$ cat src/rtl/udiv_pkg.sv
package udiv_pkg;

   // Width of every payload field at the ports.
   localparam int FIELD_W = 32;

   // Default width of the internal datapath.
   localparam int DEFAULT_WIDTH = 32;

   // Sequencer states.
   typedef enum logic [1:0] {
      ST_IDLE,
      ST_RUN,
      ST_FINISH
   } state_type;

   // Strobes from the sequencer to the datapath.
   typedef struct packed {
      logic idle;    // Ready for a new request.
      logic load;    // Capture the operands of an accepted request.
      logic step;    // Run one shift-subtract iteration.
      logic finish;  // Move the result into the output register.
   } ctrl_type;

endpackage

$ cat src/rtl/unsigned_iterative_divider_core.sv
// A request runs one shift-subtract iteration per quotient bit in ST_RUN, then waits in ST_FINISH
// until the output register is free; a zero divisor skips the iterations and goes to ST_FINISH.
// No new request is taken until the sequencer is back in ST_IDLE; the single shift-subtract
// unit produces one quotient bit per cycle.
// Reset is synchronous and active high; it clears the sequencer and the output valid.
module unsigned_iterative_divider_core
   import udiv_pkg::*;
#(
   parameter int WIDTH = DEFAULT_WIDTH
) (
   input  logic               clock,
   input  logic               reset,
   input  logic               req_valid,
   output logic               req_ready,
   input  logic [FIELD_W-1:0] req_dividend,
   input  logic [FIELD_W-1:0] req_divisor,
   output logic               rsp_valid,
   input  logic               rsp_ready,
   output logic [FIELD_W-1:0] rsp_quotient,
   output logic [FIELD_W-1:0] rsp_remainder,
   output logic               rsp_div_by_zero
);

   localparam int EXT_W = (WIDTH > FIELD_W) ? WIDTH : FIELD_W;

   ctrl_type           ctrl;
   logic [EXT_W-1:0]   dividend_ext;
   logic [EXT_W-1:0]   divisor_ext;
   logic [WIDTH-1:0]   dividend_w;
   logic [WIDTH-1:0]   divisor_w;
   logic               divisor_zero;
   logic               out_free;

   logic [WIDTH-1:0]   rem_ff;
   logic [WIDTH-1:0]   rem_in;
   logic [WIDTH-1:0]   quo_ff;
   logic [WIDTH-1:0]   quo_in;
   logic [WIDTH-1:0]   div_ff;
   logic [WIDTH-1:0]   div_in;
   logic               zero_ff;
   logic               zero_in;
   logic [WIDTH-1:0]   rem_step;
   logic [WIDTH-1:0]   quo_step;
   logic [EXT_W-1:0]   quo_ext;
   logic [EXT_W-1:0]   rem_ext;

   logic               rsp_valid_ff;
   logic               rsp_valid_in;
   logic [FIELD_W-1:0] rsp_quo_ff;
   logic [FIELD_W-1:0] rsp_rem_ff;
   logic               rsp_zero_ff;

   // Operands at the datapath width; bits above WIDTH are dropped.
   assign dividend_ext = EXT_W'(req_dividend);
   assign divisor_ext  = EXT_W'(req_divisor);
   assign dividend_w   = dividend_ext[WIDTH-1:0];
   assign divisor_w    = divisor_ext[WIDTH-1:0];
   assign divisor_zero = (divisor_w == '0);

   assign out_free  = !rsp_valid_ff || rsp_ready;
   assign req_ready = ctrl.idle;

   udiv_ctrl #(
      .WIDTH (WIDTH)
   ) u_ctrl (
      .clock        (clock),
      .reset        (reset),
      .req_valid    (req_valid),
      .divisor_zero (divisor_zero),
      .out_free     (out_free),
      .ctrl         (ctrl)
   );

   udiv_step #(
      .WIDTH (WIDTH)
   ) u_step (
      .rem_cur  (rem_ff),
      .quo_cur  (quo_ff),
      .divisor  (div_ff),
      .rem_next (rem_step),
      .quo_next (quo_step)
   );

   // Working registers: the dividend shifts out of quo_ff as quotient bits shift in.
   // A zero divisor loads zeros so the finish step passes them straight through.
   always_comb begin
      rem_in  = rem_ff;
      quo_in  = quo_ff;
      div_in  = div_ff;
      zero_in = zero_ff;
      if (ctrl.load) begin
         rem_in  = '0;
         quo_in  = divisor_zero ? '0 : dividend_w;
         div_in  = divisor_w;
         zero_in = divisor_zero;
      end else if (ctrl.step) begin
         rem_in = rem_step;
         quo_in = quo_step;
      end
   end

   always_ff @(posedge clock) begin
      rem_ff  <= rem_in;
      quo_ff  <= quo_in;
      div_ff  <= div_in;
      zero_ff <= zero_in;
   end

   // Output register, loaded once the previous result has been taken.
   assign quo_ext = EXT_W'(quo_ff);
   assign rem_ext = EXT_W'(rem_ff);

   always_comb begin
      rsp_valid_in = rsp_valid_ff;
      if (ctrl.finish) begin
         rsp_valid_in = 1'b1;
      end else if (rsp_ready) begin
         rsp_valid_in = 1'b0;
      end
   end

   always_ff @(posedge clock) begin
      if (reset) begin
         rsp_valid_ff <= 1'b0;
      end else begin
         rsp_valid_ff <= rsp_valid_in;
      end
   end

   always_ff @(posedge clock) begin
      if (ctrl.finish) begin
         rsp_quo_ff  <= quo_ext[FIELD_W-1:0];
         rsp_rem_ff  <= rem_ext[FIELD_W-1:0];
         rsp_zero_ff <= zero_ff;
      end
   end

   assign rsp_valid       = rsp_valid_ff;
   assign rsp_quotient    = rsp_quo_ff;
   assign rsp_remainder   = rsp_rem_ff;
   assign rsp_div_by_zero = rsp_zero_ff;

endmodule

$ cat src/rtl/udiv_step.sv
module udiv_step
   import udiv_pkg::*;
#(
   parameter int WIDTH = DEFAULT_WIDTH
) (
   input  logic [WIDTH-1:0] rem_cur,
   input  logic [WIDTH-1:0] quo_cur,
   input  logic [WIDTH-1:0] divisor,
   output logic [WIDTH-1:0] rem_next,
   output logic [WIDTH-1:0] quo_next
);

   logic [WIDTH:0] trial;
   logic [WIDTH:0] diff;

   // Shift the next dividend bit into the partial remainder and try a subtract.
   always_comb begin
      trial = {rem_cur, quo_cur[WIDTH-1]};
      diff  = trial - {1'b0, divisor};
      if (!diff[WIDTH]) begin
         rem_next = diff[WIDTH-1:0];
         quo_next = {quo_cur[WIDTH-2:0], 1'b1};
      end else begin
         rem_next = trial[WIDTH-1:0];
         quo_next = {quo_cur[WIDTH-2:0], 1'b0};
      end
   end

endmodule

$ cat src/rtl/udiv_ctrl.sv
module udiv_ctrl
   import udiv_pkg::*;
#(
   parameter int WIDTH = DEFAULT_WIDTH
) (
   input  logic     clock,
   input  logic     reset,
   input  logic     req_valid,
   input  logic     divisor_zero,
   input  logic     out_free,
   output ctrl_type ctrl
);

   localparam int CNT_W = $clog2(WIDTH);
   localparam logic [CNT_W-1:0] CNT_LAST = CNT_W'(WIDTH - 1);

   state_type        state_ff;
   state_type        state_in;
   logic [CNT_W-1:0] cnt_ff;
   logic [CNT_W-1:0] cnt_in;

   // Next state.
   always_comb begin
      state_in = state_ff;
      case (state_ff)
         ST_IDLE: begin
            if (req_valid) begin
               state_in = divisor_zero ? ST_FINISH : ST_RUN;
            end
         end
         ST_RUN: begin
            if (cnt_ff == CNT_LAST) begin
               state_in = ST_FINISH;
            end
         end
         ST_FINISH: begin
            if (out_free) begin
               state_in = ST_IDLE;
            end
         end
         default: state_in = ST_IDLE;
      endcase
   end

   // Strobes for the datapath.
   always_comb begin
      ctrl = '0;
      case (state_ff)
         ST_IDLE: begin
            ctrl.idle = 1'b1;
            ctrl.load = req_valid;
         end
         ST_RUN: begin
            ctrl.step = 1'b1;
         end
         ST_FINISH: begin
            ctrl.finish = out_free;
         end
         default: ctrl = '0;
      endcase
   end

   // Iteration counter, one count per quotient bit.
   always_comb begin
      cnt_in = cnt_ff;
      if (ctrl.load) begin
         cnt_in = '0;
      end else if (ctrl.step) begin
         cnt_in = cnt_ff + CNT_W'(1);
      end
   end

   always_ff @(posedge clock) begin
      if (reset) begin
         state_ff <= ST_IDLE;
         cnt_ff   <= '0;
      end else begin
         state_ff <= state_in;
         cnt_ff   <= cnt_in;
      end
   end

endmodule

$ cat config.mk
export PLATFORM = sky130hd
export DESIGN_NAME = unsigned_iterative_divider_core
export DESIGN_NICKNAME = d
export VERILOG_FILES = /design/src/rtl/udiv_pkg.sv /design/src/rtl/unsigned_iterative_divider_core.sv /design/src/rtl/udiv_step.sv /design/src/rtl/udiv_ctrl.sv
export SDC_FILE = /design/constraint.sdc
export NUM_CORES = 1
export LEC_CHECK = 0
export ABC_AREA = 1
export BUFFER_PORTS_ARGS = -buffer_cell sky130_fd_sc_hd__buf_2
export CAP_MARGIN = 20
export CORE_ASPECT_RATIO = 1.2
export CORE_MARGIN = 2
export CORE_UTILIZATION = 62
export CTS_CLUSTER_DIAMETER = 100
export DETAILED_ROUTE_END_ITERATION = 6
export PLACE_DENSITY_LB_ADDON = 0.05
export SYNTH_ARGS = -nofsm -noshare
export SYNTH_HDL_FRONTEND = slang
export SYNTH_SLANG_ARGS = --single-unit
$ cat constraint.sdc
create_clock -name clock -period 7.3 [get_ports clock]
set_clock_uncertainty 0.15 [all_clocks]
set_input_delay 0.365 -clock clock [delete_from_list [all_inputs] [get_ports clock]]
set_output_delay 0.365 -clock clock [all_outputs]
set_load 0.01 [all_outputs]
==> out/results.ini, run 1 <==
[status]
outcome = finished, final reports clean

[logic_synthesis]
synth_edf_count = 130
ys_types = 33
synth_top_area_share = 0.428
yosys.area.top_type = edfxtp_1
ys_async_sr_fraction = 0
syn_area_um2 = 9110
synth_top_flop_cell = edfxtp_1
synthMostInstantiatedCell = nand2_1
synth.avg_cell_area_um2 = 8.07
synthCells = 1130
ys_seq_area_frac = 0.516
yosysWarnings = 0
ys_top_cells_by_area = edfxtp_1 43%, nand2_1 18%, dfxtp_1 8.8%
synth-seq-cells = 170
synth_nets = 1233
ys_top_cells_by_count = 432 x nand2_1, 199 x inv_1, 130 x edfxtp_1

[sta]
period_needed_ns = 3.45
period_share = 0.472
max_freq_ghz = 0.290
slew_headroom = 0.409
rsz0062_at_grt = no
finalHoldViolCount = 0
maxSlewViolCount = 0
fin_tns_setup_ns = 0
setup_viol = 0
worst_pin_slew_ns = 0.885

[routing]
ant_nets = 0
vias_per_cell = 5.21
routed_wl_mm = 22.4
drtIter0Drc = 465
route.detailed.drc = 0
vias = 7726
drt_pass1_iterations = 6
wl_per_cell_um = 15.1

[floorplanning]
dieWidth_um = 115
die_h_um = 137
fp-row-count = 48
dieArea_um2 = 15700
core_area_um2 = 14400
initial_core_util = 0.635
pin_count = 135

[clocking]
clk_latency_ns = 0.43
numCtsBuffers = 17
postCtsSetupRepairBufs = 0
hold_buffers = 33
htreeDepth = 4
cts_root_buf = clkbuf_16
post_cts_resized = 0
cts.reportedPaths.clkPinSlew_ns = 0.07
cts.sinks = 170
cts_tree = built
cts_buffer_depth = 2

[layout]
drive_gt1_frac = 0.146
nNetsFinal = 1399
area_delta_synth_final_pct = 19.3
num_antenna_cells = 0

[setup_path]
critPathKind = reg2reg
cp_common_cell = nand2_1
end_kind = flop
critPathRequiredTime_ns = 7.48
cp-start-kind = flop
arrival_ns = 3.62
crit_chain = inv_1, ha_1, nand2_1, inv_1, nand2_1, nand2_1, nand2_1, nand2_1, a21oi_1, nand3_2, nand2_4, nand2_1, nand3_1, nand2_1
path_max_fanout = 33
slowest_delay_ns = 0.72
slowest_stage = nand3_2

[power_and_ir_drop]
p_seq_frac = 0.383
switching_share = 0.380
ir_worst_vdd_v = 0.000201
power_frac_clock = 0.264
power_density_nw_per_um2 = 313
p_comb_frac = 0.354
fin_total_pwr_uw = 3400
intPower_uw = 2110
leakage_uw = 0.00556
p_switching_uw = 1290

[placed_design]
dp_hpwl_mm = 15.4
place_congestion = 0.945
portBuffers = 134

[global_routing]
grt_pass1_wl_mm = 35.3
antenna_found_initial = 0
overflow = 0
grt_max_degree = 68
grt_usage = 0.293
grt_pass1_vias = 7381

[min_path]
hold_path.class = in2reg

[run]
max_cap_viol_count = 0

## power groups by stage
stage	logic (µW)	clock network, µW	registers (µW)
2_1_floorplan	911	0	1290
3_3_place_gp	1130	0	1320
3_5_place_dp	1160	0	1320
4_1_cts	1190	903	1300
5_1_grt	1360	940	1320
6_report	1200	897	1300
## area by class of cell
cell class,count,area (µm²)
fillers,1085,3480
well taps,175,219
clock buffers,17,425
flip-flops and latches,170,4700
clock inverters,15,163
inverters,201,754
multi-input cells,733,3540
repair buffers,173,1070
## flip-flops by register name, summed over array words and instances (netlist names)
name,cells
quo_ext,32
rsp_quotient,32
rem_ext,32
zero_ff,1
u_ctrl.cnt_ff,5
rsp_remainder,32
u_ctrl.state_ff,2
div_ff,32
rsp_div_by_zero,1
rsp_valid,1
## path summary, 6_finish.rpt
kind	from	end	slack (ns)	cells after the start
setup / recovery	div_ff[19]	rem_ext[23]	3.85	14
setup reg to reg	div_ff[19]	rem_ext[23]	3.85	14
hold / removal	req_dividend[10]	quo_ext[10]	0.07	3
hold reg to reg	zero_ff	rsp_div_by_zero	0.27	0
## critical path: cells and delay by family, from the launching register on
family / cells / cell delay [ns]
AOI/OAI and AO/OA: 1 / 0.20
adders and majority gates: 1 / 0.37
buffers and inverters: 2 / 0.10
DFF: 1 / 0.34
and+or+nand+nor: 10 / 2.16
## logic make-up after synthesis
kind of cell,Yosys count,synth area share
flops,170,0.516
simple gates,652,0.305
fa+ha+maj,35,0.0489
compound gates,30,0.0178
buf+inv,227,0.0969
xor+xnor,16,0.0154
## routing by layer
layer  global-route usage  share of wire  vias up
met5                    0              0        -
met4                0.117          0.027        0
met3               0.0788          0.065       46
met2                0.516           0.51      238
met1                0.338           0.40     3554
li1                     -              -     3888
## stage by stage
| step | setup WS [ns] | instances | utilization | hold slack, ns | cell area, µm² |
|---|---|---|---|---|---|
| final | 3.85 | 1484 | 0.757 | 0.0728 | 10900 |
| after global routing | 3.53 | 1484 | 0.757 | 0.0714 | 10900 |
| after global placement | 4.02 | 1418 | 0.692 | 0.253 | 9930 |
| after detailed placement | 3.96 | 1419 | 0.693 | 0.262 | 9950 |
| after CTS | 3.91 | 1484 | 0.757 | 0.0608 | 10900 |
| after floorplan | 3.39 | 1130 | - | 0.250 | 9110 |
## cell usage in the layout (no fill, tap or decap), types with 7 or more instances in the layout
cell type,n
nor2_1,54
ha_1,34
buf_2,134
clkbuf_16,17
edfxtp_1,130
nand2_1,432
nand3b_1,28
inv_1,199
nor3_1,7
dfxtp_1,40
nand3_1,92
xor2_1,15
nand4_1,10
a21oi_1,24
dlygate4sd3_1,33
(Power assumes the default switching activity.)
==> run 2, diff against run 1 <==
--- a/config.mk
+++ b/config.mk
@@ -10,7 +10,7 @@
 export CAP_MARGIN = 20
 export CORE_ASPECT_RATIO = 1.2
 export CORE_MARGIN = 2
-export CORE_UTILIZATION = 62
+export CORE_UTILIZATION = 52
 export CTS_CLUSTER_DIAMETER = 100
 export DETAILED_ROUTE_END_ITERATION = 6
 export PLACE_DENSITY_LB_ADDON = 0.05
==> constraint.sdc (replaced) <==
create_clock -name clock -period 3.07 [get_ports clock]
set_clock_uncertainty 0.15 [all_clocks]
set_input_delay 0.1535 -clock clock [delete_from_list [all_inputs] [get_ports clock]]
set_output_delay 0.1535 -clock clock [all_outputs]
set_load 0.01 [all_outputs]
==> out/results.ini, run 2 (synthesis gave the netlist of run 1 again) <==
[global_routing]
grt_pass1_vias = 7670
antenna_found_initial = 0
overflow = 0
grt_usage = 0.263
grt_pass1_wl_mm = 38.5
grt_max_degree = 68

[sta]
maxSlewViolCount = 0
max_freq_ghz = 0.359
period_share = 0.907
setup_viol = 0
period_needed_ns = 2.79
fin_tns_setup_ns = 0
finalHoldViolCount = 0
worst_pin_slew_ns = 0.873
rsz0062_at_grt = no
slew_headroom = 0.418

[power_and_ir_drop]
power_density_nw_per_um2 = 719
ir_worst_vdd_v = 0.000486
fin_total_pwr_uw = 8120
leakage_uw = 0.00572

[routing]
vias = 7725
route.detailed.drc = 0
vias_per_cell = 4.93
drt_pass1_iterations = 5
routed_wl_mm = 23.6
drtIter0Drc = 442
ant_nets = 0
wl_per_cell_um = 15.0

[min_path]
hold_path.class = in2reg
hold-path-cell-count = 4
hp-start = req_valid
hold_end = u_ctrl.state_ff[1]

[layout]
final_cell_mix = 432 x nand2_1, 199 x inv_1, 134 x buf_2
num_antenna_cells = 0
drive_gt1_frac = 0.146
area_delta_synth_final_pct = 23.9
nNetsFinal = 1437
final_common_cell = nand2_1

[setup_path]
rrSetupSlack_ns = 0.28
rr_worst_depth = 16
reg2reg_from = quo_ext[31]
path_max_fanout = 13
critPathRequiredTime_ns = 3.25
worst_r2r_endpoint = rem_ext[20]
cp-start-kind = flop
critPathKind = reg2reg
arrival_ns = 2.96
end_kind = flop

[clocking]
cts.sinks = 170
cts_buffer_depth = 2
cts.reportedPaths.clkPinSlew_ns = 0.07
clk_latency_ns = 0.44
numCtsBuffers = 17
cts_root_buf = clkbuf_16
postCtsSetupRepairBufs = 0
htreeDepth = 4
cts_tree = built

[floorplanning]
dieArea_um2 = 18600
fp-row-count = 53
initial_core_util = 0.525
pin_count = 135
core_area_um2 = 17400
die_h_um = 149
dieWidth_um = 125

[placed_design]
dp_hpwl_mm = 16.5
portBuffers = 134
place_congestion = 0.969

[status]
outcome = finished, final reports clean

[run]
max_cap_viol_count = 0

## run 2: timing repair
item | CTS | global route
hold buffers | 66 | 0
gates resized for setup | 0 | 1
endpoints found under the setup margin | 0 | 2
endpoints found under the hold margin | 72 | 0
## run 2: worst max-delay path by stage
stage          cells past startpoint               to  slack [ns]               start
3_5_place_dp                      15       quo_ext[0]        0.25         quo_ext[31]
3_3_place_gp                      15       quo_ext[0]        0.30         quo_ext[31]
2_1_floorplan                      4  rsp_div_by_zero        0.26  u_ctrl.state_ff[1]
4_1_cts                           15       quo_ext[0]        0.24         quo_ext[31]
6_report                          16      rem_ext[20]        0.28         quo_ext[31]
5_1_grt                           17      rem_ext[29]        0.05         quo_ext[31]
## run 2: power by group
part	switching [µW]	internal, µW	total [µW]
registers	230	2870	3100
logic	1850	1040	2900
clock network	1040	1090	2120
## run 2: worst max-delay path, stage by stage, from the launching register on
cell,delay (ns)
edfxtp_1,0.36
inv_1,0.07
ha_1,0.21
fa_1,0.41
inv_1,0.10
nand2_1,0.05
nand2_1,0.07
nand3_1,0.08
nand2_2,0.14
nand2_1,0.08
nand2_2,0.10
nand2_2,0.06
nand3_2,0.24
buf_4,0.30
nand3b_1,0.11
nand3_1,0.10
nand2_1,0.05
## run 2: stage by stage
stage	hold slack [ns]	util	cell area [µm²]	setup WS [ns]	instances
3_5_place_dp	0.197	0.578	10000	0.254	1469
5_1_grt	0.0460	0.650	11300	0.0497	1567
2_1_floorplan	0.0726	-	9120	0.263	1130
4_1_cts	0.0151	0.649	11300	0.244	1567
3_3_place_gp	0.196	0.578	10000	0.303	1469
6_report	0.0215	0.650	11300	0.284	1567
## run 2: per-layer routing
layer | wire, µm | up-vias | track usage | share of wire
li1 | - | 3967 | - | -
met1 | 9820 | 3555 | 0.311 | 0.42
met2 | 11900 | 171 | 0.473 | 0.51
met3 | 1270 | 32 | 0.0606 | 0.054
met4 | 535 | 0 | 0.0878 | 0.023
met5 | 0 | - | 0 | 0
## run 2: area by class of cell
| cell class | instances | area [µm²] |
|---|---|---|
| Tap cell | 220 | 275 |
| Multi-Input combinational cell | 733 | 3550 |
| Inverter | 201 | 754 |
| Timing Repair Buffer | 211 | 1430 |
| Clock buffer | 18 | 429 |
| Sequential cell | 170 | 4700 |
| Clock inverter | 14 | 154 |
| Fill cell | 1527 | 6080 |
==> run 3, diff against run 2 <==
--- a/config.mk
+++ b/config.mk
@@ -5,12 +5,11 @@
 export SDC_FILE = /design/constraint.sdc
 export NUM_CORES = 1
 export LEC_CHECK = 0
-export ABC_AREA = 1
 export BUFFER_PORTS_ARGS = -buffer_cell sky130_fd_sc_hd__buf_2
 export CAP_MARGIN = 20
 export CORE_ASPECT_RATIO = 1.2
 export CORE_MARGIN = 2
-export CORE_UTILIZATION = 52
+export CORE_UTILIZATION = 51
 export CTS_CLUSTER_DIAMETER = 100
 export DETAILED_ROUTE_END_ITERATION = 6
 export PLACE_DENSITY_LB_ADDON = 0.05
==> out/results.ini, run 3 <==
[global_routing]
grt_pass1_wl_mm = 29.1
overflow = 0
grt_usage = 0.222
antenna_found_initial = 0
grt_pass1_vias = 6043
grt_max_degree = 70

[logic_synthesis]
synth_edf_count = 130
ys_top_cells_by_area = edfxtp_1 49%, dfxtp_1 10%, ha_1 5.4%
synth_top_area_share = 0.493
yosysWarnings = 0
synth.avg_cell_area_um2 = 11.4
synthCells = 696
ys_top_cells_by_count = 130 x edfxtp_1, 112 x nand2_1, 55 x o21ai_0
syn_area_um2 = 7920
ys_async_sr_fraction = 0
synthMostInstantiatedCell = edfxtp_1
synth_nets = 799
synth-seq-cells = 170
ys_types = 59
yosys.area.top_type = edfxtp_1
synth_top_flop_cell = edfxtp_1
ys_seq_area_frac = 0.594

[sta]
max_freq_ghz = 0.327
period_needed_ns = 3.06
period_share = 0.997
slew_headroom = 0.450
rsz0062_at_grt = yes
maxSlewViolCount = 0
fin_tns_setup_ns = 0
setup_viol = 0
fin_ws_ns = 0.00907
worst_pin_slew_ns = 0.825
finalHoldViolCount = 0

[layout]
final_cell_mix = 134 x buf_2, 130 x edfxtp_1, 112 x nand2_1
fin_area_um2 = 10300
num_antenna_cells = 0
fillers = 1149
final_common_cell = buf_2
area_delta_synth_final_pct = 30.2
final_core_util = 0.684
drive_gt1_frac = 0.241
stdcell_count = 1139
nNetsFinal = 1025

[floorplanning]
initial_core_util = 0.525
dieArea_um2 = 16600
dieWidth_um = 118
fp-row-count = 49
pin_count = 135
core_area_um2 = 15100
die_h_um = 141

[setup_path]
crit_start = div_ff[6]
arrival_ns = 3.09
critPathKind = reg2reg
worst_r2r_endpoint = quo_ext[0]
rr_worst_depth = 13
critPathRequiredTime_ns = 3.10
end_kind = flop
reg2reg_from = div_ff[6]
rrSetupSlack_ns = 0.009
cp-start-kind = flop
path_max_fanout = 7

[routing]
drtIter0Drc = 387
routed_wl_mm = 18.3
vias = 6000
drt_pass1_iterations = 4
wl_per_cell_um = 16.1
ant_nets = 0
route.detailed.drc = 0
vias_per_cell = 5.27

[power_and_ir_drop]
p_seq_frac = 0.504
power_density_nw_per_um2 = 517
switching_share = 0.245
p_switching_uw = 1310
p_comb_frac = 0.120
intPower_uw = 4020
power_frac_clock = 0.376
ir_worst_vdd_v = 0.000307
leakage_uw = 0.00420

[clocking]
cts_tree = built
cts.sinks = 170
cts_root_buf = clkbuf_16
clk_latency_ns = 0.43
htreeDepth = 4
numCtsBuffers = 17
cts.reportedPaths.clkPinSlew_ns = 0.06
cts_buffer_depth = 2

[min_path]
hp-start = req_dividend[31]
hold_path.class = in2reg
hold-path-cell-count = 3
hold_end = quo_ext[31]

[placed_design]
place_worst_setup_slack_ns = -0.117
portBuffers = 134
dp_hpwl_mm = 12.3
place_inst = 1035
place_congestion = 0.886
dpl_cell_area_um2 = 8950

[run]
max_cap_viol_count = 0

[status]
outcome = finished, final reports clean

==> run 3: cell types whose count changed in the layout (fill, tap and decap cells not counted), sizes merged, moves of 22 or more <==
cell,before,now
nand3b,28,2
nor2,60,26
nand2,439,113
buf,145,167
o21ai,2,79
nand3,93,6
mux2i,0,24
inv,209,44
==> run 3: cell families (layout without fill, tap and decap cells) <==
kind of cell    count (synthesis)  after routing  share of synthesized area
xor+xnor                       28             28                     0.0310
buf+inv                        65            304                     0.0363
flops                         170            170                      0.594
compound gates                168            168                      0.131
mux                            26             26                     0.0341
simple gates                  204            204                      0.117
fa+ha+maj                      35             35                     0.0562
==> run 3: layout make-up <==
class | count | area (µm²) | share of cell area
Sequential cell | 170 | 4700 | 0.456
Multi-Input combinational cell | 461 | 3040 | 0.294
Timing Repair Buffer | 232 | 1620 | 0.157
Clock buffer | 18 | 429 | 0.0416
Tap cell | 204 | 255 | 0.0247
Inverter | 40 | 150 | 0.0146
Clock inverter | 14 | 121 | 0.0118
==> run 3: worst max path at each step <==
stage               slack (ns)     endpoint  cells past startpoint
floorplan                 0.11  rem_ext[14]                     13
global placement       -0.0007   rem_ext[0]                     12
detailed placement       -0.12  rem_ext[24]                     13
CTS                       0.01  rem_ext[24]                     13
global route             -0.09   quo_ext[0]                     12
finish                   0.009   quo_ext[0]                     13
==> run 3: repair_timing <==
item | in CTS | in global routing
gates resized for setup | 2 | 19
hold buffers | 65 | 0
pin swaps | 2 | 10
buffers inserted | 2 | 5
setup endpoints to repair | 22 | 29
endpoints found under the hold margin | 71 | 0
==> run 3: metrics by stage <==
stage / hold slack [ns] / total power [µW]
2_1_floorplan: 0.102 / 3090
3_5_place_dp: 0.198 / 3290
3_3_place_gp: 0.194 / 3260
5_1_grt: 0.0401 / 5530
4_1_cts: 0.00782 / 5350
6_report: 0.0342 / 5330
==> run 3: power groups by stage <==
stage | sequential [µW] | clock, µW | combinational [µW]
final | 2690 | 2010 | 639
after global routing | 2700 | 2130 | 707
after CTS | 2680 | 2050 | 620
after detailed placement | 2730 | 0 | 552
after global placement | 2730 | 0 | 536
after floorplan | 2710 | 0 | 378
==> run 3: layer usage <==
| layer | routed length [µm] | track usage |
|---|---|---|
| met1 | 7610 | 0.256 |
| met4 | 391 | 0.0926 |
| met3 | 753 | 0.0395 |
| met5 | 0 | 0 |
| met2 | 9570 | 0.405 |
==> run 3: critical path, stage by stage, from the launching register on <==
cell and delay (ns):
edfxtp_1 0.41, inv_1 0.09, ha_1 0.24, o21a_2 0.24, o2111ai_1 0.19, o21bai_4 0.18, a21oi_4 0.09, o2111a_2 0.29
o31ai_4 0.24, nor3_4 0.09, buf_12 0.15, buf_8 0.13, buf_4 0.13, a22o_1 0.18
